$ cat src/sv/dms_pkg.sv
// ----------------------------------------------------------------------------
// dms_pkg: shared types, codes and helpers of the dual motor supervisor
// Holds the request and operation codes, the queue word, the status-word
// layout and the small arithmetic helpers used by the front and back parts.
// ----------------------------------------------------------------------------
package dms_pkg;

    // Request kinds on the input channel.
    typedef enum logic [1:0] {
        REQ_CMD       = 2'd0,
        REQ_CURRENT   = 2'd1,
        REQ_UNDERVOLT = 2'd2,
        REQ_TICK      = 2'd3
    } t_req;

    // Decoded operations carried from the front part to the back part.
    typedef enum logic [3:0] {
        OP_VERSION,
        OP_VOLT,
        OP_START1,
        OP_START2,
        OP_ZERO,
        OP_STATUS,
        OP_STOP,
        OP_GEAR_READ,
        OP_SET_GEAR1,
        OP_SET_GEAR2,
        OP_SET_OPEN,
        OP_CURRENT,
        OP_UNDERVOLT,
        OP_TICK
    } t_op;

    // One queued word. The meaning of the payload fields depends on op.
    typedef struct packed {
        t_op        op;
        logic       flag;   // forward request, or motor select of a sample
        logic [2:0] level;  // gear value, or countdown seconds (zero: none)
        logic [7:0] val_a;  // corrected current, or scaled bus voltage
        logic [7:0] val_b;  // scaled current field
    } t_entry;

    // Configuration register indexes.
    localparam logic [1:0] REG_VERSION = 2'd0;

    localparam logic [7:0] VERSION_RESET = 8'h12;
    localparam logic [2:0] GEAR_RESET    = 3'd1;

    // Command groups (upper nibble) and individual command codes.
    localparam logic [3:0] GRP_VERSION = 4'hD;
    localparam logic [3:0] GRP_VOLT    = 4'h3;
    localparam logic [3:0] GRP_START1  = 4'h6;
    localparam logic [3:0] GRP_START2  = 4'h7;
    localparam logic [3:0] GRP_MISC    = 4'h8;
    localparam logic [3:0] GRP_OPEN    = 4'h9;

    localparam logic [7:0] CMD_START1_FWD  = 8'h61;
    localparam logic [7:0] CMD_START1_REV  = 8'h62;
    localparam logic [3:0] START2_LO       = 4'h1;
    localparam logic [3:0] START2_HI       = 4'hC;
    localparam logic [7:0] CMD_START2_PLAIN = 8'h72;
    localparam logic [7:0] CMD_ZERO        = 8'h80;
    localparam logic [7:0] CMD_STATUS      = 8'h81;
    localparam logic [7:0] CMD_STOP        = 8'h82;
    localparam logic [7:0] CMD_GEAR_READ   = 8'h83;
    localparam logic [7:0] CMD_GEAR2_BASE  = 8'h89;
    localparam logic [7:0] CMD_OPEN_BASE   = 8'h99;

    // Status word layout.
    localparam int         ST_RUN_BIT = 0;
    localparam int         ST_DIR_BIT = 1;
    localparam logic [15:0] ST_RUN    = 16'h0001;
    localparam logic [15:0] ST_DIR    = 16'h0002;
    localparam logic [15:0] ST_OPEN   = 16'h0004;
    localparam logic [15:0] ST_CMD    = 16'h0008;
    localparam logic [15:0] ST_OVER   = 16'h0010;
    localparam logic [15:0] ST_UV     = 16'h0020;
    localparam logic [15:0] ST_RES    = 16'h00C0;
    localparam logic [15:0] ST_CAUSES = ST_OPEN | ST_CMD | ST_OVER | ST_UV | ST_RES;

    localparam logic [1:0] RES_SAME    = 2'd1;
    localparam logic [1:0] RES_REVERSE = 2'd2;
    localparam logic [1:0] RES_BUSY    = 2'd3;

    // Fixed-point scale factors. The bus voltage is bus*0.34333 and the
    // current field a*1.087, both rounded down; these multipliers are exact
    // over the full 8-bit input range.
    localparam logic [7:0]  CUR_OFFSET = 8'd5;
    localparam logic [23:0] VOLT_MULT  = 24'd11520244;
    localparam int          VOLT_SHIFT = 25;
    localparam logic [18:0] CUR_MULT   = 19'd284951;
    localparam int          CUR_SHIFT  = 18;
    localparam logic [7:0]  VOLT_RUN_ADD = 8'd3;

    // Overcurrent limit 108 + 27*(gear-1).
    function automatic logic [7:0] f_stall_limit(input logic [2:0] gear);
        logic [7:0] lim;
        unique case (gear)
            3'd2:    lim = 8'd135;
            3'd3:    lim = 8'd162;
            3'd4:    lim = 8'd189;
            3'd5:    lim = 8'd216;
            3'd6:    lim = 8'd243;
            default: lim = 8'd108;
        endcase
        return lim;
    endfunction

    // Open-circuit limit 11*(gear-1) + 4.
    function automatic logic [7:0] f_open_limit(input logic [2:0] gear);
        logic [7:0] lim;
        unique case (gear)
            3'd2:    lim = 8'd15;
            3'd3:    lim = 8'd26;
            3'd4:    lim = 8'd37;
            3'd5:    lim = 8'd48;
            3'd6:    lim = 8'd59;
            default: lim = 8'd4;
        endcase
        return lim;
    endfunction

    function automatic logic [15:0] f_stop(input logic [15:0] s, input logic [15:0] cause);
        logic [15:0] r;
        r = s;
        if (s[ST_RUN_BIT]) begin
            r = (s & ~ST_RUN) | cause;
        end
        return r;
    endfunction

    function automatic logic [15:0] f_start(input logic [15:0] s, input logic other_run,
                                            input logic fwd);
        logic [15:0] r;
        r = s;
        if (other_run) begin
            r[7:6] = RES_BUSY;
        end else if (s[ST_RUN_BIT]) begin
            r[7:6] = (s[ST_DIR_BIT] == fwd) ? RES_SAME : RES_REVERSE;
        end else begin
            r = s & ~(ST_CAUSES | ST_DIR);
            r[ST_DIR_BIT] = fwd;
            r[ST_RUN_BIT] = 1'b1;
        end
        return r;
    endfunction

    function automatic logic [15:0] f_current(input logic [15:0] s, input logic [2:0] gear,
                                              input logic [2:0] og, input logic [7:0] a,
                                              input logic [7:0] cur);
        logic [15:0] r;
        r = s;
        if (s[ST_RUN_BIT]) begin
            if (a > f_stall_limit(gear)) begin
                r = (r & ~ST_RUN) | ST_OVER;
            end else if (a < f_open_limit(og)) begin
                r = (r & ~ST_RUN) | ST_OPEN;
            end
            r[15:8] = cur;
        end
        return r;
    endfunction

endpackage

$ cat src/sv/dms_front.sv
// ----------------------------------------------------------------------------
// dms_front: request decoder
// Classifies each input word into a queued operation and does the
// state-independent arithmetic (zero offset and scaling of samples).
// ----------------------------------------------------------------------------
module dms_front
    import dms_pkg::*;
(
    input  logic [1:0] i_req_type,
    input  logic [7:0] i_cmd_byte,
    input  logic       i_motor_sel,
    input  logic [7:0] i_current_sample,
    input  logic [7:0] i_bus_sample,
    output logic       o_keep,
    output t_entry     o_entry
);

    logic [31:0] volt_prod;
    logic [26:0] cur_prod;
    logic [8:0]  cur_full;
    logic [7:0]  cur_sat;
    logic [7:0]  corr;
    logic [3:0]  nib;
    logic [3:0]  cd_secs;
    logic [7:0]  gear1_off;
    logic [7:0]  gear2_off;
    logic [7:0]  open_off;

    assign corr      = (i_current_sample > CUR_OFFSET) ? i_current_sample - CUR_OFFSET : 8'd0;
    assign volt_prod = {24'd0, i_bus_sample} * {8'd0, VOLT_MULT};
    assign cur_prod  = {19'd0, corr} * {8'd0, CUR_MULT};
    assign cur_full  = cur_prod[CUR_SHIFT +: 9];
    assign cur_sat   = cur_full[8] ? 8'hFF : cur_full[7:0];
    assign nib       = i_cmd_byte[3:0];
    assign cd_secs   = ((nib - 4'd1) >> 1) + 4'd1;
    assign gear1_off = i_cmd_byte - CMD_GEAR_READ;
    assign gear2_off = i_cmd_byte - CMD_GEAR2_BASE;
    assign open_off  = i_cmd_byte - CMD_OPEN_BASE;

    always_comb begin
        o_keep  = 1'b0;
        o_entry = '0;
        unique case (t_req'(i_req_type))
            REQ_CMD: begin
                unique case (i_cmd_byte[7:4])
                    GRP_VERSION: begin
                        o_keep     = 1'b1;
                        o_entry.op = OP_VERSION;
                    end
                    GRP_VOLT: begin
                        o_keep        = 1'b1;
                        o_entry.op    = OP_VOLT;
                        o_entry.val_a = {1'b0, volt_prod[VOLT_SHIFT +: 7]};
                    end
                    GRP_START1: begin
                        if (i_cmd_byte == CMD_START1_FWD || i_cmd_byte == CMD_START1_REV) begin
                            o_keep       = 1'b1;
                            o_entry.op   = OP_START1;
                            o_entry.flag = (i_cmd_byte == CMD_START1_FWD);
                        end
                    end
                    GRP_START2: begin
                        if (nib >= START2_LO && nib <= START2_HI) begin
                            o_keep       = 1'b1;
                            o_entry.op   = OP_START2;
                            o_entry.flag = ~i_cmd_byte[0];
                            if (i_cmd_byte > CMD_START2_PLAIN) begin
                                o_entry.level = cd_secs[2:0];
                            end
                        end
                    end
                    GRP_MISC: begin
                        o_keep = 1'b1;
                        priority if (i_cmd_byte == CMD_ZERO) begin
                            o_entry.op = OP_ZERO;
                        end else if (i_cmd_byte == CMD_STATUS) begin
                            o_entry.op = OP_STATUS;
                        end else if (i_cmd_byte == CMD_STOP) begin
                            o_entry.op = OP_STOP;
                        end else if (i_cmd_byte == CMD_GEAR_READ) begin
                            o_entry.op = OP_GEAR_READ;
                        end else if (i_cmd_byte > CMD_GEAR2_BASE) begin
                            o_entry.op    = OP_SET_GEAR2;
                            o_entry.level = gear2_off[2:0];
                        end else begin
                            o_entry.op    = OP_SET_GEAR1;
                            o_entry.level = gear1_off[2:0];
                        end
                    end
                    GRP_OPEN: begin
                        if (i_cmd_byte > CMD_OPEN_BASE) begin
                            o_keep        = 1'b1;
                            o_entry.op    = OP_SET_OPEN;
                            o_entry.level = open_off[2:0];
                        end
                    end
                    default: begin
                        o_keep = 1'b0;
                    end
                endcase
            end
            REQ_CURRENT: begin
                o_keep        = 1'b1;
                o_entry.op    = OP_CURRENT;
                o_entry.flag  = i_motor_sel;
                o_entry.val_a = corr;
                o_entry.val_b = cur_sat;
            end
            REQ_UNDERVOLT: begin
                o_keep     = 1'b1;
                o_entry.op = OP_UNDERVOLT;
            end
            REQ_TICK: begin
                o_keep     = 1'b1;
                o_entry.op = OP_TICK;
            end
            default: begin
                o_keep = 1'b0;
            end
        endcase
    end

endmodule

$ cat src/sv/dms_queue.sv
// ----------------------------------------------------------------------------
// dms_queue: operation queue
// Small first-in first-out buffer of decoded operations between the
// decoder and the executing back part.
// ----------------------------------------------------------------------------
module dms_queue
    import dms_pkg::*;
#(
    parameter int DEPTH = 4
)
(
    input  logic   i_clk,
    input  logic   i_rst_n,
    input  logic   i_push,
    input  t_entry i_entry,
    input  logic   i_pop,
    output logic   o_valid,
    output logic   o_full,
    output t_entry o_entry
);

    localparam int PTR_W = $clog2(DEPTH);
    localparam int CNT_W = $clog2(DEPTH + 1);

    t_entry             r_mem [DEPTH];
    logic [PTR_W-1:0]   r_wr_ptr;
    logic [PTR_W-1:0]   r_rd_ptr;
    logic [CNT_W-1:0]   r_count;
    logic [PTR_W-1:0]   n_wr_ptr;
    logic [PTR_W-1:0]   n_rd_ptr;
    logic [CNT_W-1:0]   n_count;

    assign o_valid = (r_count != '0);
    assign o_full  = (r_count == CNT_W'(DEPTH));
    assign o_entry = r_mem[r_rd_ptr];

    // Pointers wrap at the last entry, so depths that are not a power of two work.
    always_comb begin
        n_wr_ptr = !i_push ? r_wr_ptr :
                   (r_wr_ptr == PTR_W'(DEPTH - 1)) ? '0 : r_wr_ptr + PTR_W'(1);
        n_rd_ptr = !i_pop ? r_rd_ptr :
                   (r_rd_ptr == PTR_W'(DEPTH - 1)) ? '0 : r_rd_ptr + PTR_W'(1);
        n_count  = r_count + CNT_W'(i_push) - CNT_W'(i_pop);
    end

    always_ff @(posedge i_clk) begin
        if (!i_rst_n) begin
            r_wr_ptr <= '0;
            r_rd_ptr <= '0;
            r_count  <= '0;
        end else begin
            r_wr_ptr <= n_wr_ptr;
            r_rd_ptr <= n_rd_ptr;
            r_count  <= n_count;
        end
    end

    always_ff @(posedge i_clk) begin
        if (i_push) begin
            r_mem[r_wr_ptr] <= i_entry;
        end
    end

    a_no_overflow: assert property (@(posedge i_clk) disable iff (!i_rst_n)
        i_push |-> !o_full)
        else $error("operation queue written while full");

    a_no_underflow: assert property (@(posedge i_clk) disable iff (!i_rst_n)
        i_pop |-> o_valid)
        else $error("operation queue read while empty");

    a_count_range: assert property (@(posedge i_clk) disable iff (!i_rst_n)
        r_count <= CNT_W'(DEPTH))
        else $error("operation queue count out of range");

endmodule

$ cat src/sv/dms_back.sv
// ----------------------------------------------------------------------------
// dms_back: executor and reply buffer
// Owns the supervisor state, carries out one queued operation per cycle while
// its reply buffer is free and streams replies via a registered output buffer.
// ----------------------------------------------------------------------------
module dms_back
    import dms_pkg::*;
(
    input  logic       i_clk,
    input  logic       i_rst_n,
    input  logic       i_cfg_we,
    input  logic [1:0] i_cfg_index,
    input  logic [7:0] i_cfg_data,
    input  logic       i_q_valid,
    input  t_entry     i_q_entry,
    output logic       o_q_pop,
    output logic       o_valid,
    input  logic       i_ready,
    output logic [7:0] o_reply_byte,
    output logic       o_last
);

    logic [15:0] r_status1;
    logic [15:0] r_status2;
    logic [2:0]  r_gear1;
    logic [2:0]  r_gear2;
    logic [2:0]  r_open_gear;
    logic [2:0]  r_countdown;
    logic [7:0]  r_version;
    logic [7:0]  r_buf [4];
    logic [2:0]  r_cnt;

    logic [15:0] n_status1;
    logic [15:0] n_status2;
    logic [2:0]  n_gear1;
    logic [2:0]  n_gear2;
    logic [2:0]  n_open_gear;
    logic [2:0]  n_countdown;
    logic [7:0]  n_buf [4];
    logic [2:0]  n_cnt;

    logic [7:0]  rep [4];
    logic [2:0]  rep_len;
    logic        any_run;
    logic        out_take;

    assign o_valid      = (r_cnt != 3'd0);
    assign o_reply_byte = r_buf[0];
    assign o_last       = (r_cnt == 3'd1);
    assign out_take     = o_valid && i_ready;
    assign o_q_pop      = i_q_valid && ((r_cnt == 3'd0) || (r_cnt == 3'd1 && i_ready));
    assign any_run      = r_status1[ST_RUN_BIT] || r_status2[ST_RUN_BIT];

    // Operation execution: state update and reply assembly.
    always_comb begin
        n_status1   = r_status1;
        n_status2   = r_status2;
        n_gear1     = r_gear1;
        n_gear2     = r_gear2;
        n_open_gear = r_open_gear;
        n_countdown = r_countdown;
        rep_len     = 3'd0;
        for (int k = 0; k < 4; k++) begin
            rep[k] = 8'd0;
        end
        if (o_q_pop) begin
            unique case (i_q_entry.op)
                OP_VERSION: begin
                    rep[0]  = r_version;
                    rep_len = 3'd1;
                end
                OP_VOLT: begin
                    rep[0]  = i_q_entry.val_a + (any_run ? VOLT_RUN_ADD : 8'd0);
                    rep_len = 3'd1;
                end
                OP_START1: begin
                    n_status1 = f_start(r_status1, r_status2[ST_RUN_BIT], i_q_entry.flag);
                    rep[0]    = n_status1[7:0];
                    rep[1]    = n_status1[15:8];
                    rep_len   = 3'd2;
                end
                OP_START2: begin
                    n_status2 = f_start(r_status2, r_status1[ST_RUN_BIT], i_q_entry.flag);
                    rep[0]    = n_status2[7:0];
                    rep[1]    = n_status2[15:8];
                    rep_len   = 3'd2;
                    if (i_q_entry.level != 3'd0) begin
                        n_countdown = i_q_entry.level;
                    end
                end
                OP_ZERO: begin
                    rep_len = 3'd1;
                end
                OP_STATUS: begin
                    rep[0]  = r_status1[7:0];
                    rep[1]  = r_status1[15:8];
                    rep[2]  = r_status2[7:0];
                    rep[3]  = r_status2[15:8];
                    rep_len = 3'd4;
                end
                OP_STOP: begin
                    n_status1 = f_stop(r_status1, ST_CMD);
                    n_status2 = f_stop(r_status2, ST_CMD);
                    rep_len   = 3'd1;
                end
                OP_GEAR_READ: begin
                    rep[0]  = {1'b0, r_gear2, 1'b0, r_gear1};
                    rep[1]  = {5'd0, r_open_gear};
                    rep_len = 3'd2;
                end
                OP_SET_GEAR1: begin
                    n_gear1 = i_q_entry.level;
                    rep_len = 3'd1;
                end
                OP_SET_GEAR2: begin
                    n_gear2 = i_q_entry.level;
                    rep_len = 3'd1;
                end
                OP_SET_OPEN: begin
                    n_open_gear = i_q_entry.level;
                    rep_len     = 3'd1;
                end
                OP_CURRENT: begin
                    if (i_q_entry.flag) begin
                        n_status2 = f_current(r_status2, r_gear2, r_open_gear,
                                              i_q_entry.val_a, i_q_entry.val_b);
                    end else begin
                        n_status1 = f_current(r_status1, r_gear1, r_open_gear,
                                              i_q_entry.val_a, i_q_entry.val_b);
                    end
                end
                OP_UNDERVOLT: begin
                    n_status1 = f_stop(r_status1, ST_UV);
                    n_status2 = f_stop(r_status2, ST_UV);
                end
                OP_TICK: begin
                    if (r_countdown != 3'd0) begin
                        n_countdown = r_countdown - 3'd1;
                        if (r_countdown == 3'd1) begin
                            n_status1 = f_stop(r_status1, ST_CMD);
                            n_status2 = f_stop(r_status2, ST_CMD);
                        end
                    end
                end
                default: begin
                    rep_len = 3'd0;
                end
            endcase
        end
    end

    // Reply buffer: load on a new operation, shift out one word per take.
    always_comb begin
        n_cnt = r_cnt;
        for (int k = 0; k < 4; k++) begin
            n_buf[k] = r_buf[k];
        end
        if (o_q_pop) begin
            n_cnt = rep_len;
            for (int k = 0; k < 4; k++) begin
                n_buf[k] = rep[k];
            end
        end else if (out_take) begin
            n_cnt = r_cnt - 3'd1;
            for (int k = 0; k < 3; k++) begin
                n_buf[k] = r_buf[k + 1];
            end
        end
    end

    always_ff @(posedge i_clk) begin
        if (!i_rst_n) begin
            r_status1   <= '0;
            r_status2   <= '0;
            r_gear1     <= GEAR_RESET;
            r_gear2     <= GEAR_RESET;
            r_open_gear <= GEAR_RESET;
            r_countdown <= '0;
            r_version   <= VERSION_RESET;
            r_cnt       <= '0;
        end else begin
            r_status1   <= n_status1;
            r_status2   <= n_status2;
            r_gear1     <= n_gear1;
            r_gear2     <= n_gear2;
            r_open_gear <= n_open_gear;
            r_countdown <= n_countdown;
            r_cnt       <= n_cnt;
            if (i_cfg_we && i_cfg_index == REG_VERSION) begin
                r_version <= i_cfg_data;
            end
        end
    end

    always_ff @(posedge i_clk) begin
        for (int k = 0; k < 4; k++) begin
            r_buf[k] <= n_buf[k];
        end
    end

    a_one_runs: assert property (@(posedge i_clk) disable iff (!i_rst_n)
        !(r_status1[ST_RUN_BIT] && r_status2[ST_RUN_BIT]))
        else $error("both motors running at once");

    a_gear_range: assert property (@(posedge i_clk) disable iff (!i_rst_n)
        (r_gear1 >= 3'd1 && r_gear1 <= 3'd6) && (r_gear2 >= 3'd1 && r_gear2 <= 3'd6)
        && (r_open_gear >= 3'd1 && r_open_gear <= 3'd6))
        else $error("gear level out of range");

    a_countdown_range: assert property (@(posedge i_clk) disable iff (!i_rst_n)
        r_countdown <= 3'd6)
        else $error("countdown out of range");

    a_reply_follows: assert property (@(posedge i_clk) disable iff (!i_rst_n)
        (o_q_pop && rep_len != 3'd0) |=> (o_valid && r_cnt == $past(rep_len)))
        else $error("reply words not presented after a command");

endmodule

$ cat src/sv/dual_motor_supervisor.sv
// ----------------------------------------------------------------------------
// dual_motor_supervisor: supervisor of two DC motors
// Decodes host commands, current samples, undervoltage events and second
// ticks, keeps the motor status words and streams reply words to the host.
// ----------------------------------------------------------------------------
// Usage. The input channel (i_in_valid / o_in_ready) carries one event word:
// a command byte, a current sample, an undervoltage event or a one-second
// tick, selected by i_req_type. Only commands give reply words on the output
// channel (o_out_valid / i_out_ready), one byte per word, status words low
// byte first, with o_last set on the final byte of each reply. Unknown
// commands are accepted and give no reply.
// Flow. An accepted event is written into the event queue. The executor pops
// and carries it out when its reply buffer is empty or the final word in it
// is being taken, and loads its reply words into that registered buffer.
// The executor retires one event per cycle while the buffer is free, and the
// reply buffer sends one word per cycle while the receiver is ready. The
// event queue (QUEUE_DEPTH words) decouples the decoder from the executor,
// and o_in_ready drops only when it is full, so a stalled receiver holds up
// the input only after the queue fills.
// Reset (i_rst_n, synchronous, active low) clears both status words and the
// countdown, sets all gears to 1 and the version byte to its default. The
// block keeps no boot gear registers: configuration writes to any index but
// the version register have no visible effect; they are accepted and discarded.
// ----------------------------------------------------------------------------
module dual_motor_supervisor
    import dms_pkg::*;
#(
    parameter int QUEUE_DEPTH = 4
)
(
    input  logic       i_clk,
    input  logic       i_rst_n,
    // configuration write port
    input  logic       i_cfg_we,
    input  logic [1:0] i_cfg_index,
    input  logic [7:0] i_cfg_data,
    // event input channel
    input  logic       i_in_valid,
    output logic       o_in_ready,
    input  logic [1:0] i_req_type,
    input  logic [7:0] i_cmd_byte,
    input  logic       i_motor_sel,
    input  logic [7:0] i_current_sample,
    input  logic [7:0] i_bus_sample,
    // reply output channel
    output logic       o_out_valid,
    input  logic       i_out_ready,
    output logic [7:0] o_reply_byte,
    output logic       o_last
);

    logic   keep;
    logic   push;
    logic   q_full;
    logic   q_valid;
    logic   q_pop;
    t_entry dec_entry;
    t_entry q_entry;

    // The decoder sees the input payload directly; an accepted word is
    // written to the queue unless it is a command that needs no action.
    assign o_in_ready = !q_full;
    assign push       = i_in_valid && o_in_ready && keep;

    dms_front u_front (
        .i_req_type      (i_req_type),
        .i_cmd_byte      (i_cmd_byte),
        .i_motor_sel     (i_motor_sel),
        .i_current_sample(i_current_sample),
        .i_bus_sample    (i_bus_sample),
        .o_keep          (keep),
        .o_entry         (dec_entry)
    );

    dms_queue #(
        .DEPTH(QUEUE_DEPTH)
    ) u_queue (
        .i_clk  (i_clk),
        .i_rst_n(i_rst_n),
        .i_push (push),
        .i_entry(dec_entry),
        .i_pop  (q_pop),
        .o_valid(q_valid),
        .o_full (q_full),
        .o_entry(q_entry)
    );

    // The executor pops a new operation whenever its reply buffer is empty
    // or its final word is being taken in the same cycle.
    dms_back u_back (
        .i_clk       (i_clk),
        .i_rst_n     (i_rst_n),
        .i_cfg_we    (i_cfg_we),
        .i_cfg_index (i_cfg_index),
        .i_cfg_data  (i_cfg_data),
        .i_q_valid   (q_valid),
        .i_q_entry   (q_entry),
        .o_q_pop     (q_pop),
        .o_valid     (o_out_valid),
        .i_ready     (i_out_ready),
        .o_reply_byte(o_reply_byte),
        .o_last      (o_last)
    );

endmodule

$ cat config.mk
export PLATFORM = sky130hd
export DESIGN_NAME = dual_motor_supervisor
export DESIGN_NICKNAME = d
export VERILOG_FILES = /design/src/sv/dms_pkg.sv /design/src/sv/dms_front.sv /design/src/sv/dms_queue.sv /design/src/sv/dms_back.sv /design/src/sv/dual_motor_supervisor.sv
export SDC_FILE = /design/constraint.sdc
export NUM_CORES = 1
export LEC_CHECK = 0
export BUFFER_PORTS_ARGS = -buffer_cell sky130_fd_sc_hd__clkbuf_2
export CAP_MARGIN = 40
export CORE_UTILIZATION = 55
export DETAILED_ROUTE_END_ITERATION = 16
export HOLD_SLACK_MARGIN = 0.03
export PLACE_DENSITY = 0.77
export SYNTH_ARGS = -nofsm -noshare
export SYNTH_HDL_FRONTEND = slang
export SYNTH_SLANG_ARGS = --single-unit
$ cat constraint.sdc
create_clock -name i_clk -period 9.5 [get_ports i_clk]
set_input_delay 0.95 -clock i_clk [delete_from_list [all_inputs] [get_ports i_clk]]
set_output_delay 0.95 -clock i_clk [all_outputs]
set_load 0.01 [all_outputs]
==> impl_metrics.env <==
export IMPL_outcome="completed"
export IMPL_leakage_nw=6.51
export IMPL_synth_edf_count=128
export IMPL_firstDrtPassIters=7
export IMPL_dpl_hpwl_um=23300
export IMPL_dp_cells=1709
export IMPL_path_cells="clkbuf_2, or4_1, nand2b_1, a21oi_1, inv_1, fa_1, inv_1, fa_1, inv_1, fa_1, ha_1, ha_1, o21a_1, o2111ai_1, a21oi_1, o41ai_1, o21ai_0, a31oi_1, nor2_1, a211oi_1"
export IMPL_cap_violations=0
export IMPL_wirelength_um=30700
export IMPL_totalPowerFinal_mw=3.50
export IMPL_path_buf_inv=4
export IMPL_cp_end_kind="flop"
export IMPL_yosysWarnings=0
export IMPL_final_cells=1740
export IMPL_fill_cells=2097
export IMPL_layout_drive_gt1_share_pct=9.86
export IMPL_syn_area_um2=14200
export IMPL_period_minus_slack_ns=6.83
export IMPL_final_cell_mix="ha_1 (174), inv_1 (161), edfxtp_1 (128), nand2_1 (117), nor2_1 (86)"
export IMPL_ir_drop_mv=0.141
export IMPL_top_layer="met4"
export IMPL_final_nets=1685
export IMPL_switching_share_pct=39.9
export IMPL_p_per_area_nw_per_um2=228
export IMPL_clock_sinks=192
export IMPL_dieArea_um2=26500
export IMPL_combPwrFrac_pct=48.1
export IMPL_wl_met1_um=13700
export IMPL_crit_family="compound AO/OA/AOI/OAI gates"
export IMPL_num_rows=58
export IMPL_syn_to_final_growth_pct=7.96
export IMPL_final_area_um2=15300
export IMPL_routed_via_density=5.86
export IMPL_wl_per_cell_um=17.7
export IMPL_hold_viol=0
export IMPL_required_ns=9.69
export IMPL_cpPeakStageDelay_ns=0.65
export IMPL_h_tree_depth=4
export IMPL_syn_avg_cell_area_um2=10.4
export IMPL_grt_use_total_pct=24.7
export IMPL_vias=10192
export IMPL_setup_tns_ns=0
export IMPL_synth_flop_cell="edfxtp_1"
export IMPL_start_util_pct=56.2
export IMPL_hold_buffers=0
export IMPL_hold_ws_ns=0.457
export IMPL_die_w_um=163
export IMPL_slowest_stage="o41ai_1"
export IMPL_gp_congestion=0.950
export IMPL_dpl_worst_slack_ns=2.35
export IMPL_utilization_pct=60.7
export IMPL_cts_root_buf="clkbuf_16"
export IMPL_rsz0062_at_grt="no"
export IMPL_grt_max_degree=36
export IMPL_cts_tree="done"
export IMPL_grt_pass1_vias=10251
export IMPL_ioPinCount=53
export IMPL_synthDistinctLibCells=79
export IMPL_met3WireLength_um=1190
export IMPL_share_clk_of_total_power_pct=19.9
export IMPL_cts_setup_buffers=0
export IMPL_fin_ws_ns=2.67
export IMPL_grt_overflow=0
export IMPL_worstSetupPathType="input port to flop"
export IMPL_final_common_cell="ha_1"
export IMPL_yosys_register_bits=192
export IMPL_max_freq_mhz=146
export IMPL_syn_num_nets=1650
export IMPL_worstMarginPinSlew_ns=0.794
export IMPL_async_flop_share_pct=0
export IMPL_min_period_over_period_pct=71.9
export IMPL_post_cts_resized=0
export IMPL_clockBufferDepth=2
export IMPL_diodes=0
export IMPL_antenna_found_initial=0
export IMPL_synth_seq_area_share_pct=36.1
export IMPL_setup_viol=0
export IMPL_worst_setup_path_start_kind="input port"
export IMPL_drtIter0Drc=646
export IMPL_place_area_um2=14800
export IMPL_relSlewSlack_pct=47.0
export IMPL_placement_io_buffers=52
export IMPL_grt_pass1_wl_um=51400
export IMPL_hold_path_class="flop to flop"
export IMPL_slew_viol_final=0
export IMPL_critPathMaxFanout=7
export IMPL_numCtsBuffers=17
export IMPL_worst_ep_arrival_time_ns=7.02
export IMPL_insertion_delay_ns=0.43
export IMPL_seqPwrFrac_pct=32.0
export IMPL_synth_cells=1363
export IMPL_drt_drc_violations_left=0
export IMPL_coreArea_um2=25300
export IMPL_internal_power_mw=2.11
export IMPL_p_sw_mw=1.40
export IMPL_clock_skew_ns=0.0115
export IMPL_die_height_um=163
export IMPL_drtAntennaViolNets=0
export IMPL_clk_pin_slew_ns=0.07
export IMPL_wl_met2_um=15100
-- cells by family after synthesis --
kind of cell	after synthesis	synth area share, %
and+or+nand+nor	376	13.0
AOI/OAI and AO/OA	254	11.7
adders and majority gates	245	25.3
buffers and inverters	209	5.89
DFF	192	36.1
muxes	59	6.29
xor gates and xnor gates	28	1.73
-- path summary, 6_finish.rpt --
check	cells past startpoint	from	to	slack (ns)
worst max register to register	15	u_back.r_cnt[0]$_SDFFE_PN0P_	u_queue.r_count[2]$_SDFF_PN0_	5.85
worst min-delay path	2	u_back.r_status1[13]$_SDFFE_PN0P_	u_back.r_status1[13]$_SDFFE_PN0P_	0.46
worst min register to register	2	u_back.r_status1[13]$_SDFFE_PN0P_	u_back.r_status1[13]$_SDFFE_PN0P_	0.46
worst max-delay path	20	i_current_sample[3]	u_queue.r_mem[2][6]$_DFFE_PP_	2.67
-- cells in the mapped netlist (5+ instances only) --
cell type  count  area [um^2]
mux4_2        24          541
nor3_1        18         90.1
nand2b_1      14         87.6
o21ai_1        8         40.0
xor2_1        14          123
o21a_1        10         75.1
a222oi_1       7         70.1
a21oi_1       72          360
a22oi_1        7         52.6
a221oi_1       6         52.6
fa_1          71         1420
nor2_1        86          323
nand3_1       34          170
o31ai_1        5         37.5
edfxtp_1     128         3840
nand2_1      117          439
a21o_1        16          120
nor2b_1       32          200
o211ai_1       5         37.5
o22ai_1        7         43.8
a31oi_1        9         56.3
inv_1        161          604
and4_1         5         43.8
a211oi_1      10         75.1
ha_1         174         2180
o21ai_0       48          240
clkbuf_1      30          113
or2_2          6         37.5
dfxtp_1       64         1280
xnor2_1       14          123
mux2i_1       33          330
buf_2          5         25.0
a21boi_0       5         37.5
and2_1        20          125
and3_1        10         62.6
-- tightest hold or removal path, delay by kind of cell (launching register included) --
family / cells / cell delay (ns)
flops: 1 / 0.31
compound gates: 1 / 0.05
simple gates: 1 / 0.05
-- layout make-up --
cell class                 instances  area [um^2]  area share, %
multi-input combinational        962         8250           53.8
sequential                       192         5120           33.4
inverter                         162          609           3.97
clock buffer                      18          429           2.80
tap                              330          413           2.69
timing repair buffer              63          370           2.41
clock inverter                    13          143          0.930
-- flip-flops by register name, indices dropped and copies added (netlist names), 8 cells and up, named ones only --
| name | cells |
|---|---|
| u_back.r_buf | 32 |
| u_back.r_status1 | 16 |
| u_back.r_status2 | 16 |
| u_back.r_version | 8 |
| u_queue.r_mem | 96 |
-- power by group through the flow --
stage	registers [mW]	clock network, mW	logic (mW)
global route	1.13	0.740	1.92
global placement	1.13	0	1.61
finish	1.12	0.699	1.68
CTS	1.12	0.711	1.69
detailed placement	1.14	0	1.67
floorplan	1.13	0	1.25
-- per-layer routing --
layer  vias to the layer above  track usage (%)
li1                       4906                -
met1                      4923             32.3
met2                       307             42.3
met3                        56             2.85
met4                         0             8.62
met5                         -                0
No activity file was read; power rests on OpenSTA's default activity.
